### config.mk
export PLATFORM = sky130hd
export DESIGN_NAME = stereo_lfo_pan_gain_modulator
export DESIGN_NICKNAME = d
export VERILOG_FILES = /design/src/design/slpgm_pkg.sv /design/src/design/stereo_lfo_pan_gain_modulator.sv
export SDC_FILE = /design/constraint.sdc
export NUM_CORES = 2
export LEC_CHECK = 0
export ABC_AREA = 1
export BUFFER_PORTS_ARGS = -buffer_cell sky130_fd_sc_hd__buf_2
export CORE_AREA = 2 2 415 417
export DETAILED_ROUTE_END_ITERATION = 10
export DIE_AREA = 0 0 417 419
export PLACE_DENSITY = 0.67
export SYNTH_ARGS = -nofsm -noshare
export SYNTH_HDL_FRONTEND = slang
export SYNTH_SLANG_ARGS = --single-unit
### constraint.sdc
create_clock -name clk -period 14.4 [get_ports clk]
set_input_delay 2.16 -clock clk [delete_from_list [all_inputs] [get_ports clk]]
set_output_delay 2.16 -clock clk [all_outputs]
set_load 0.05 [all_outputs]
### src/design/slpgm_pkg.sv
// shared types, constants and coefficient tables of the stereo pan and gain modulator
// no dependencies; used by the top level and its checker
package slpgm_pkg;

  localparam int SAMPLE_BITS     = 24;
  localparam int SINE_TABLE_SIZE = 1024;
  localparam int SINE_IDX_BITS   = $clog2(SINE_TABLE_SIZE);

  typedef logic signed [SAMPLE_BITS-1:0] sample_t;
  typedef logic [SAMPLE_BITS-1:0]        mag_t;

  localparam int CFG_INDEX_BITS = 4;
  typedef logic [CFG_INDEX_BITS-1:0] cfg_index_t;

  localparam cfg_index_t REG_ENABLED          = cfg_index_t'(0);
  localparam cfg_index_t REG_PHASE_STEP       = cfg_index_t'(1);
  localparam cfg_index_t REG_PAN_DEPTH        = cfg_index_t'(2);
  localparam cfg_index_t REG_GAIN_DEPTH       = cfg_index_t'(3);
  localparam cfg_index_t REG_FADE_STEP        = cfg_index_t'(4);
  localparam cfg_index_t REG_ATTACK_COEF      = cfg_index_t'(5);
  localparam cfg_index_t REG_RELEASE_COEF     = cfg_index_t'(6);
  localparam cfg_index_t REG_GAIN_PHASE_START = cfg_index_t'(7);

  localparam logic [31:0] PHASE_KEEP =
    ~((32'd1 << (32 - SINE_IDX_BITS)) - 32'd1);
  localparam logic [31:0] GAIN_PHASE_RESET = 32'd341782638;

  localparam logic [31:0] Q30_ONE      = 32'h4000_0000;
  localparam logic [31:0] PAN_GAIN_MIN = 32'd644245094;
  localparam logic [31:0] PAN_GAIN_MAX = 32'd1503238554;
  localparam logic [31:0] TANH_ARG_Q24 = 32'd106499388;
  localparam logic [31:0] DIV10_MAGIC  = 32'd3435973837;

  localparam logic [16:0] E16_CAP  = 17'd45875;
  localparam logic [16:0] TF_ONE   = 17'd65536;
  localparam logic [24:0] FADE_ONE = 25'h100_0000;

  localparam logic [33:0] SAT_LIM = 34'(2 ** (SAMPLE_BITS - 1));
  localparam sample_t     SAT_MAX = {1'b0, {(SAMPLE_BITS-1){1'b1}}};
  localparam sample_t     SAT_MIN = {1'b1, {(SAMPLE_BITS-1){1'b0}}};

  function automatic logic [31:0] sin_coef(input logic [2:0] k);
    logic [31:0] c;
    case (k)
      3'd0:    c = 32'd1686629713;
      3'd1:    c = 32'd693598668;
      3'd2:    c = 32'd85569306;
      3'd3:    c = 32'd5026995;
      3'd4:    c = 32'd172272;
      default: c = 32'd0;
    endcase
    return c;
  endfunction

  function automatic logic [31:0] exp2_coef(input logic [2:0] k);
    logic [31:0] c;
    case (k)
      3'd0:    c = 32'd1073741824;
      3'd1:    c = 32'd744261118;
      3'd2:    c = 32'd257941248;
      3'd3:    c = 32'd59597083;
      3'd4:    c = 32'd10327388;
      3'd5:    c = 32'd1431680;
      3'd6:    c = 32'd165394;
      default: c = 32'd16378;
    endcase
    return c;
  endfunction

endpackage

### src/design/stereo_lfo_pan_gain_modulator.sv
// one sample pair in flight: a new pair is taken only once the last result is registered
// the work is done by one registered 32x32 multiplier, shared over 31 products, and a
// restoring divider for the 31-bit tanh quotient
// sync reset clears sequencer, config and modulation state, gain phase loads 341782638
// uses slpgm_pkg
module stereo_lfo_pan_gain_modulator (
  input  logic                 clk,
  input  logic                 rst,
  input  logic                 cfg_valid,
  output logic                 cfg_ready,
  input  slpgm_pkg::cfg_index_t cfg_index,
  input  logic [31:0]          cfg_data,
  input  logic                 sample_valid,
  output logic                 sample_ready,
  input  slpgm_pkg::sample_t   left_in,
  input  slpgm_pkg::sample_t   right_in,
  output logic                 result_valid,
  input  logic                 result_ready,
  output slpgm_pkg::sample_t   left_out,
  output slpgm_pkg::sample_t   right_out
);

  typedef enum logic [3:0] {
    S_IDLE = 4'b0001,
    S_CALC = 4'b0010,
    S_DIV  = 4'b0100,
    S_DONE = 4'b1000
  } state_t;

  typedef logic [4:0] op_t;

  localparam op_t OP_ENV      = 5'd0;
  localparam op_t OP_K        = 5'd1;
  localparam op_t OP_PAN_SQ   = 5'd2;
  localparam op_t OP_PAN_P3   = 5'd3;
  localparam op_t OP_PAN_P0   = 5'd6;
  localparam op_t OP_PAN_S    = 5'd7;
  localparam op_t OP_PAN_D    = 5'd8;
  localparam op_t OP_PAN_K    = 5'd9;
  localparam op_t OP_GAIN_SQ  = 5'd10;
  localparam op_t OP_GAIN_P3  = 5'd11;
  localparam op_t OP_GAIN_P0  = 5'd14;
  localparam op_t OP_GAIN_S   = 5'd15;
  localparam op_t OP_GAIN_D   = 5'd16;
  localparam op_t OP_GAIN_K   = 5'd17;
  localparam op_t OP_TANH_Z   = 5'd18;
  localparam op_t OP_EXP_6    = 5'd19;
  localparam op_t OP_EXP_0    = 5'd25;
  localparam op_t OP_TH10     = 5'd26;
  localparam op_t OP_GL       = 5'd27;
  localparam op_t OP_GR       = 5'd28;
  localparam op_t OP_OL       = 5'd29;
  localparam op_t OP_OR       = 5'd30;

  localparam logic [4:0] DIV_LAST = 5'd30;

  state_t state;
  op_t    op;
  logic   wb;
  logic [4:0] div_cnt;

  logic        enabled;
  logic [23:0] phase_step;
  logic [15:0] pan_depth, gain_depth, fade_step, attack_coef, release_coef;

  logic [31:0]             pan_phase, gain_phase;
  slpgm_pkg::mag_t         env;
  logic [24:0]             fade;

  slpgm_pkg::mag_t    mag_l, mag_r;
  logic               neg_l, neg_r;
  logic [16:0]        k;
  logic [31:0]        acc, t2, lg, rg;
  logic [29:0]        fexp;
  logic [3:0]         nexp;
  logic [31:0]        rem, dvs;
  logic [30:0]        quo;
  slpgm_pkg::sample_t res_l, res_r;
  logic [63:0]        prod;

  logic               in_xfer;
  slpgm_pkg::mag_t    lvl, env_diff, env_step;
  logic               rise;
  logic [slpgm_pkg::SAMPLE_BITS+16:0] e16_wide;
  logic [16:0]        tf;
  logic               sin_gain, sin_neg;
  logic [31:0]        sin_phase, t_val;
  logic [4:0]         sin_k, exp_k;
  logic [33:0]        prod_q30;
  logic [31:0]        horner_sin, horner_exp, exp_shift, e_val;
  logic [31:0]        pan_m, pan_up, pan_dn;
  logic [32:0]        rem_sh;
  logic               div_ge;
  logic [24:0]        fade_sum;
  logic [31:0]        mul_a, mul_b;

  function automatic logic [31:0] pan_clamp(input logic [31:0] v);
    logic [31:0] r;
    if (v < slpgm_pkg::PAN_GAIN_MIN) begin
      r = slpgm_pkg::PAN_GAIN_MIN;
    end else if (v > slpgm_pkg::PAN_GAIN_MAX) begin
      r = slpgm_pkg::PAN_GAIN_MAX;
    end else begin
      r = v;
    end
    return r;
  endfunction

  function automatic slpgm_pkg::sample_t sat_out(input logic neg, input logic [33:0] mag);
    slpgm_pkg::sample_t r;
    if (!neg) begin
      r = (mag >= slpgm_pkg::SAT_LIM) ? slpgm_pkg::SAT_MAX
                                      : slpgm_pkg::sample_t'(mag[slpgm_pkg::SAMPLE_BITS-1:0]);
    end else begin
      r = (mag >= slpgm_pkg::SAT_LIM) ? slpgm_pkg::SAT_MIN
                                      : slpgm_pkg::sample_t'(~mag[slpgm_pkg::SAMPLE_BITS-1:0]
                                                             + 1'b1);
    end
    return r;
  endfunction

  assign cfg_ready    = (state == S_IDLE);
  assign sample_ready = (state == S_IDLE);
  assign in_xfer      = sample_valid && sample_ready;

  // envelope and transient factor
  assign lvl      = slpgm_pkg::mag_t'(({1'b0, mag_l} + {1'b0, mag_r}) >> 1);
  assign rise     = lvl > env;
  assign env_diff = rise ? lvl - env : env - lvl;
  assign env_step = slpgm_pkg::mag_t'(prod >> 16);
  assign e16_wide = {env, 17'b0} >> (slpgm_pkg::SAMPLE_BITS - 1);
  assign tf = slpgm_pkg::TF_ONE -
              ((e16_wide > {{slpgm_pkg::SAMPLE_BITS{1'b0}}, slpgm_pkg::E16_CAP})
               ? slpgm_pkg::E16_CAP : e16_wide[16:0]);
  assign fade_sum = fade + 25'(fade_step);

  // quantized sine argument
  assign sin_gain  = (op >= OP_GAIN_SQ);
  assign sin_phase = (sin_gain ? gain_phase : pan_phase) & slpgm_pkg::PHASE_KEEP;
  assign sin_neg   = sin_phase[31];
  assign t_val     = sin_phase[30] ? slpgm_pkg::Q30_ONE - {2'b0, sin_phase[29:0]}
                                   : {2'b0, sin_phase[29:0]};

  assign prod_q30   = prod[63:30];
  assign sin_k      = sin_gain ? OP_GAIN_P0 - op : OP_PAN_P0 - op;
  assign exp_k      = OP_EXP_0 - op;
  assign horner_sin = slpgm_pkg::sin_coef(sin_k[2:0]) - prod_q30[31:0];
  assign horner_exp = slpgm_pkg::exp2_coef(exp_k[2:0]) - prod_q30[31:0];
  assign exp_shift  = horner_exp >> nexp;
  assign e_val      = (exp_shift > slpgm_pkg::Q30_ONE) ? slpgm_pkg::Q30_ONE : exp_shift;

  assign pan_m  = prod[47:16];
  assign pan_up = slpgm_pkg::Q30_ONE + pan_m;
  assign pan_dn = slpgm_pkg::Q30_ONE - pan_m;

  // restoring divider, first step compares without shifting
  assign rem_sh = (div_cnt == 5'd0) ? {1'b0, rem} : {rem, 1'b0};
  assign div_ge = rem_sh >= {1'b0, dvs};

  always_comb begin
    mul_a = 32'd0;
    mul_b = 32'd0;
    case (op) inside
      OP_ENV: begin
        mul_a = 32'(env_diff);
        mul_b = {16'd0, rise ? attack_coef : release_coef};
      end
      OP_K: begin
        mul_a = 32'(fade);
        mul_b = 32'(tf);
      end
      OP_PAN_SQ, OP_GAIN_SQ: begin
        mul_a = t_val;
        mul_b = t_val;
      end
      [OP_PAN_P3:OP_PAN_P0], [OP_GAIN_P3:OP_GAIN_P0]: begin
        mul_a = acc;
        mul_b = t2;
      end
      OP_PAN_S, OP_GAIN_S: begin
        mul_a = acc;
        mul_b = t_val;
      end
      OP_PAN_D: begin
        mul_a = acc;
        mul_b = {16'd0, pan_depth};
      end
      OP_GAIN_D: begin
        mul_a = acc;
        mul_b = {16'd0, gain_depth};
      end
      OP_PAN_K, OP_GAIN_K: begin
        mul_a = acc;
        mul_b = 32'(k);
      end
      OP_TANH_Z: begin
        mul_a = acc;
        mul_b = slpgm_pkg::TANH_ARG_Q24;
      end
      [OP_EXP_6:OP_EXP_0]: begin
        mul_a = acc;
        mul_b = {2'b0, fexp};
      end
      OP_TH10: begin
        mul_a = {1'b0, quo};
        mul_b = slpgm_pkg::DIV10_MAGIC;
      end
      OP_GL: begin
        mul_a = lg;
        mul_b = acc;
      end
      OP_GR: begin
        mul_a = rg;
        mul_b = acc;
      end
      OP_OL: begin
        mul_a = 32'(mag_l);
        mul_b = lg;
      end
      OP_OR: begin
        mul_a = 32'(mag_r);
        mul_b = rg;
      end
      default: begin
        mul_a = 32'd0;
        mul_b = 32'd0;
      end
    endcase
  end

  always_ff @(posedge clk) begin
    prod <= 64'(mul_a) * 64'(mul_b);
  end

  // sequencer, configuration and block state
  always_ff @(posedge clk) begin
    if (rst) begin
      state        <= S_IDLE;
      op           <= OP_ENV;
      wb           <= 1'b0;
      div_cnt      <= 5'd0;
      result_valid <= 1'b0;
      enabled      <= 1'b0;
      phase_step   <= 24'd0;
      pan_depth    <= 16'd0;
      gain_depth   <= 16'd0;
      fade_step    <= 16'd0;
      attack_coef  <= 16'd0;
      release_coef <= 16'd0;
      pan_phase    <= 32'd0;
      gain_phase   <= slpgm_pkg::GAIN_PHASE_RESET;
      env          <= '0;
      fade         <= 25'd0;
    end else begin
      if (result_valid && result_ready && state != S_DONE) begin
        result_valid <= 1'b0;
      end
      case (state)
        S_IDLE: begin
          if (in_xfer) begin
            op      <= OP_ENV;
            wb      <= 1'b0;
            state   <= enabled ? S_CALC : S_DONE;
          end
        end
        S_CALC: begin
          wb <= ~wb;
          if (wb) begin
            case (op)
              OP_ENV: begin
                env <= rise ? env + env_step : env - env_step;
                if (fade < slpgm_pkg::FADE_ONE) begin
                  fade <= (fade_sum > slpgm_pkg::FADE_ONE) ? slpgm_pkg::FADE_ONE : fade_sum;
                end
                op <= op + 5'd1;
              end
              OP_EXP_0: begin
                div_cnt <= 5'd0;
                state   <= S_DIV;
              end
              OP_OR: begin
                pan_phase  <= pan_phase + {8'd0, phase_step};
                gain_phase <= gain_phase + {8'd0, phase_step};
                state      <= S_DONE;
              end
              default: begin
                op <= op + 5'd1;
              end
            endcase
          end
        end
        S_DIV: begin
          div_cnt <= div_cnt + 5'd1;
          if (div_cnt == DIV_LAST) begin
            op    <= OP_TH10;
            wb    <= 1'b0;
            state <= S_CALC;
          end
        end
        S_DONE: begin
          if (!result_valid || result_ready) begin
            result_valid <= 1'b1;
            state        <= S_IDLE;
          end
        end
        default: begin
          state <= S_IDLE;
        end
      endcase
      if (cfg_valid && cfg_ready) begin
        case (cfg_index)
          slpgm_pkg::REG_ENABLED:          enabled      <= cfg_data[0];
          slpgm_pkg::REG_PHASE_STEP:       phase_step   <= cfg_data[23:0];
          slpgm_pkg::REG_PAN_DEPTH:        pan_depth    <= cfg_data[15:0];
          slpgm_pkg::REG_GAIN_DEPTH:       gain_depth   <= cfg_data[15:0];
          slpgm_pkg::REG_FADE_STEP:        fade_step    <= cfg_data[15:0];
          slpgm_pkg::REG_ATTACK_COEF:      attack_coef  <= cfg_data[15:0];
          slpgm_pkg::REG_RELEASE_COEF:     release_coef <= cfg_data[15:0];
          slpgm_pkg::REG_GAIN_PHASE_START: gain_phase   <= cfg_data;
          default: ;
        endcase
      end
    end
  end

  // working registers
  always_ff @(posedge clk) begin
    if (in_xfer) begin
      mag_l <= left_in[slpgm_pkg::SAMPLE_BITS-1]
               ? slpgm_pkg::mag_t'(~left_in + 1'b1) : slpgm_pkg::mag_t'(left_in);
      mag_r <= right_in[slpgm_pkg::SAMPLE_BITS-1]
               ? slpgm_pkg::mag_t'(~right_in + 1'b1) : slpgm_pkg::mag_t'(right_in);
      neg_l <= left_in[slpgm_pkg::SAMPLE_BITS-1];
      neg_r <= right_in[slpgm_pkg::SAMPLE_BITS-1];
      res_l <= left_in;
      res_r <= right_in;
    end
    if (state == S_DONE && (!result_valid || result_ready)) begin
      left_out  <= res_l;
      right_out <= res_r;
    end
    if (state == S_DIV) begin
      rem <= div_ge ? 32'(rem_sh - {1'b0, dvs}) : rem_sh[31:0];
      quo <= {quo[29:0], div_ge};
    end
    if (state == S_CALC && wb) begin
      case (op) inside
        OP_K: k <= prod[40:24];
        OP_PAN_SQ, OP_GAIN_SQ: begin
          t2  <= prod_q30[31:0];
          acc <= slpgm_pkg::sin_coef(3'd4);
        end
        [OP_PAN_P3:OP_PAN_P0], [OP_GAIN_P3:OP_GAIN_P0]: acc <= horner_sin;
        OP_PAN_S, OP_GAIN_S: begin
          acc <= (prod_q30 > {2'b0, slpgm_pkg::Q30_ONE}) ? slpgm_pkg::Q30_ONE
                                                         : prod_q30[31:0];
        end
        OP_PAN_D, OP_GAIN_D: acc <= prod[47:16];
        OP_PAN_K: begin
          lg <= pan_clamp(sin_neg ? pan_up : pan_dn);
          rg <= pan_clamp(sin_neg ? pan_dn : pan_up);
        end
        OP_GAIN_K: acc <= sin_neg ? pan_dn : pan_up;
        OP_TANH_Z: begin
          nexp <= prod[57:54];
          fexp <= prod[53:24];
          acc  <= slpgm_pkg::exp2_coef(3'd7);
        end
        [OP_EXP_6:OP_EXP_0]: begin
          acc <= horner_exp;
          if (op == OP_EXP_0) begin
            rem <= slpgm_pkg::Q30_ONE - e_val;
            dvs <= slpgm_pkg::Q30_ONE + e_val;
          end
        end
        OP_TH10: acc <= slpgm_pkg::Q30_ONE + 32'(prod >> 35);
        OP_GL:   lg  <= prod_q30[31:0];
        OP_GR:   rg  <= prod_q30[31:0];
        OP_OL:   res_l <= sat_out(neg_l, prod_q30);
        OP_OR:   res_r <= sat_out(neg_r, prod_q30);
        default: ;
      endcase
    end
  end

endmodule

# == Yosys cells after proc, flatten, opt, wreduce, memory -nomap -nowiden ==
# Cells that the tools add are included.
# totals
ff_bits,718
elab_cells,342
input_bits,89
output_inout_bits,51
# classes
shift,1
order_cmp,19
mux,146
multipliers,1
n_eq_ne,52
bitwise,12
n_reduce_logical,48
n_addsub,26
# op_table
op,n
two-way mux 32 bit,78
two-way mux 24 bit,38
case mux 31 bit (7 select lines),1
case mux 31 bit (5 select lines),1
"greater-than comparator 32 x 31 -> 1 bit, second input constant",3
subtractor 32 bit,3
"adder 24 x 1 -> 24 bit, second input constant",3
NOT 24 bit,3
subtractor 24 bit,3
"adder 31 x 32 -> 32 bit, first input constant",2
adder 32 x 24 -> 32 bit,2
"< comparator 32 x 30 -> 1 bit, second input constant",2
multiplier 32 x 32 -> 64 bit,1
"subtractor 31 x 32 -> 32 bit, first input constant",2
"equality test 5 bit, second input constant",10
two-way mux 23 bit,2
"greater-or-equal comparator 34 x 24 -> 1 bit, second input constant",1
"greater-than comparator 34 x 31 -> 1 bit, second input constant",1
greater-or-equal comparator 33 x 32 -> 1 bit,1
two-way mux 33 bit,1
"adder 31 x 29 -> 32 bit, first input constant",1
>> shifter 32 x 4 -> 32 bit,1
"subtractor 31 x 30 -> 32 bit, first input constant",1
two-way mux 5 bit,6
other kinds (62),138

# == Longest topological paths before layout ==
# depth
depth_word,19
ltp_mapped,72
depth_no_buf,72

# == Worst setup path after synthesis ==
# Ideal clock, no wire load.
# synth_timing
kind,flip-flop to flip-flop
start,register mag_l[2]
end,register prod[62]
path_buffers,4
arrival_ps,11241
path_slack_ps,3047
setup_ps,112
synth_period_minus_slack_ps,11353
required_ps,14288
stages_incl_launch_ff,66
path_cell_list,edfxtp_1 -> ha_1 -> nand2_1 -> nor2_1 -> a211oi_1 -> o21ai_1 -> a21boi_0 -> o21ai_0 -> a21boi_1 -> o21ai_0 -> a21boi_0 -> o21ai_1 -> a21boi_0 -> o21ai_1 -> nand2_1 -> nand2_1 -> a21oi_2 -> xor2_1 -> [... 30 more ...] -> fa_1 -> inv_1 -> fa_1 -> inv_1 -> ha_1 -> a21oi_1 -> o21a_1 -> inv_1 -> a21oi_1 -> inv_1 -> a21oi_1 -> o21ai_0 -> a21oi_1 -> nand2_1 -> nand2_1 -> nand2_1 -> nand2_1 -> nand2_1
# synth_via
elab_chain_len,15
word_cells_on_any_way,22
cone_classes,add/sub: 3; mul: 1; order compare: 1; mux: 17
# synth_lines
item,line,source
from (decl),stereo_lfo_pan_gain_modulator.sv:70,"slpgm_pkg::mag_t mag_l, mag_r;"
from (signal assigned),stereo_lfo_pan_gain_modulator.sv:329,mag_l <= left_in[slpgm_pkg::SAMPLE_BITS-1]
branches (longest 14 deep; another with adder 24 x 24 -> 25 bit),n/a,
multiplier 32 x 32 -> 64 bit *,stereo_lfo_pan_gain_modulator.sv:232,prod <= 64'(mul_a) * 64'(mul_b);
to (signal assigned),stereo_lfo_pan_gain_modulator.sv:232,
to (decl),stereo_lfo_pan_gain_modulator.sv:79,logic [63:0] prod;
# Mark *: on every way between the ends.
# A chain may end at the register's enable or synchronous reset.

# == Final worst setup path ==
# layout_timing
start,register mag_l[2]
end,register prod[33]
# Same word-level chain as after synthesis.

==> flow_summary.ini <==
[outcome]
outcome = finished, final reports clean

[cts]
clk_latency_ns = 0.73
path_clk_slew_ns = 0.07
clock_path_buffers = 3
cts_buffers = 85
clockRootBuffer = clkbuf_16
cts_tree = built
htreeDepth = 3
clock_sinks = 702
ctsHoldBuffers = 0

[run]
cap_viol_max_count = 0

[yosys]
synth_edf_count = 340
yosysWarningCount = 0
synth.area.mux_share_pct = 0.0958
synth-seq-cells = 702
synth_top_family_by_area = adder cells
synth.distinct_cells = 85
yosys.area_share.xor_xnor_pct = 2.72
syn_avg_cell_area_um2 = 7.35
syn-cell-area_um2 = 84900
yosysTopAreaCell = fa_1
syn-num-nets = 13100
synth_compound_area_share_pct = 14.6
synthSimpleGateAreaFrac_pct = 20.8
synthArstFlopShare_pct = 0
synth_fa_ha_area_share_pct = 29.2
ys_seq_area_share_pct = 20.6
synth_top_area_share_pct = 21.4
synth_area_leaders = fa_1, edfxtp_1, nand2_1
synth_flop_cell = dfxtp_1
postSynthCellCount = 11600

[die]
core_um2 = 171000
ios = 140
die_w_um = 417
start_util_pct = 49.7
num_rows = 152
dieArea_um2 = 175000
die_y_um = 419

[drt]
avgViaCountPerCell = 5.91
vias = 81700
avgRoutedWirePerCell_um = 25.2
detail-route-antenna-nets = 0
drt_iter0_drc = 10100
route.detailed.drc = 0
drt-total-wl_um = 349000
drtPass1Iterations = 8

[timing]
tns_ns = 0
drv_slew = 0
fmax_ghz = 0.0736
worst_slew_pin_slew_ns = 1.31
period_minus_slack_ns = 13.59
fin_crit_sh_pct = 94.4
maxSlewHeadroom_pct = 12.2
rsz0062_at_grt = false
hold_viol = 0
finClkSkew_ns = 0.0469
setup_viol = 0

[place]
place.gp.congestion = 1.04
io_buffers = 139
dp_hpwl_um = 280000

[setup_path]
cpLargestDelayFamily = adder cells
crit_buf_inv = 8
cp_max_fo = 17
endpoint_kind = flop
worst_ep_arrival_time_ns = 14.17
required_ns = 14.98
cp_common_cell = nand2_1
cpPeakStageDelay_ns = 0.57
start_kind = flop
critPathKind = flop to flop
slowest_stage = fa_1

[global_routing]
grt_overflow = 0
grt_pass1_wl_um = 515000
groute.usage.overall_pct = 39.6
antenna_found_initial = 16
first_global_vias = 79300
grt_max_degree = 100

[cells_and_area]
area_delta_synth_final_pct = 7.17
final_cell_mix = nand2_1, inv_1, nor2_1, fa_1, a21oi_1
fin_nets = 13000
drive_gt1_share_pct = 5.79
final_common_cell = nand2_1

[hold_path]
hp-class = flop to flop
==> cell families after synthesis <==
kind of cell,count (synthesis)
AOI/OAI and AO/OA,2174
xor gates and xnor gates,264
adders and majority gates,1437
buffers and inverters,2642
DFF,702
muxes,8
and+or+nand+nor,4325
==> area by class of cell <==
class,count,area (um2)
Antenna cell,8,20.0
Clock buffer,114,2390
Clock inverter,43,443
Fill cell,16800,79700
Inverter,2175,8190
Multi-Input combinational cell,8208,57400
Sequential cell,702,17500
Tap cell,2233,2790
Timing Repair Buffer,345,2270
==> Yosys cell counts (42+ instances only) <==
master,instances
a21oi_1,795
a221oi_1,42
a31oi_1,63
buf_2,90
clkbuf_1,316
clkinv_1,42
dfxtp_1,362
edfxtp_1,340
fa_1,905
ha_1,532
inv_1,2097
nand2_1,2322
nand3_1,467
nand4_1,62
nor2_1,1212
nor3_1,102
o211ai_1,87
o21ai_0,792
o21ai_1,52
o22ai_1,48
xnor2_1,69
xor2_1,195
==> metal layers <==
| metal | routed length, um | vias to the layer above | global-route usage [%] |
|---|---|---|---|
| li1 | - | 36700 | - |
| met4 | 19100 | 10 | 18.2 |
| met1 | 139000 | 39400 | 53.4 |
| met2 | 148000 | 4719 | 59.5 |
| met5 | 115 | - | 0.333 |
| met3 | 42200 | 862 | 10.2 |
==> stage by stage <==
step                      util, %  cell area, um2  hold slack (ns)  cells  setup slack, ns
final                        53.3           90900            0.407  13800            0.807
after floorplan                 -           84900            0.403  11600             3.05
after detailed placement     51.6           88000            0.415  13700            0.291
after global placement       51.6           88000            0.414  13700            0.320
after global routing         53.3           90900            0.423  13800          0.00204
after CTS                    53.2           90800            0.409  13800            0.183
==> repair_timing <==
item | CTS | global route
setup endpoints to repair | 0 | 41
setup buffers | 0 | 5
resized for setup | 0 | 11
hold endpoints to repair | 0 | 0
==> final timing paths <==
check / depth (start not counted) / slack (ns) / endpoint / start
worst min register to register: 0 / 0.41 / right_out[4] / res_r[4]
worst max register to register: 57 / 0.81 / prod[33] / mag_l[2]
worst min-delay path: 0 / 0.41 / right_out[4] / res_r[4]
worst max-delay path: 57 / 0.81 / prod[33] / mag_l[2]
==> state kept, by name (all words and copies together) (netlist names), 25 cells and up <==
signal      flops
rem            32
rg             32
lg             32
fexp           30
quo            31
t2             32
acc            32
pan_phase      32
dvs            32
gain_phase     32
fade           25
prod           48
Power is left out: the tool's default activity adds up to more than one toggle a clock period on the data nets, which glitch-free logic cannot reach.
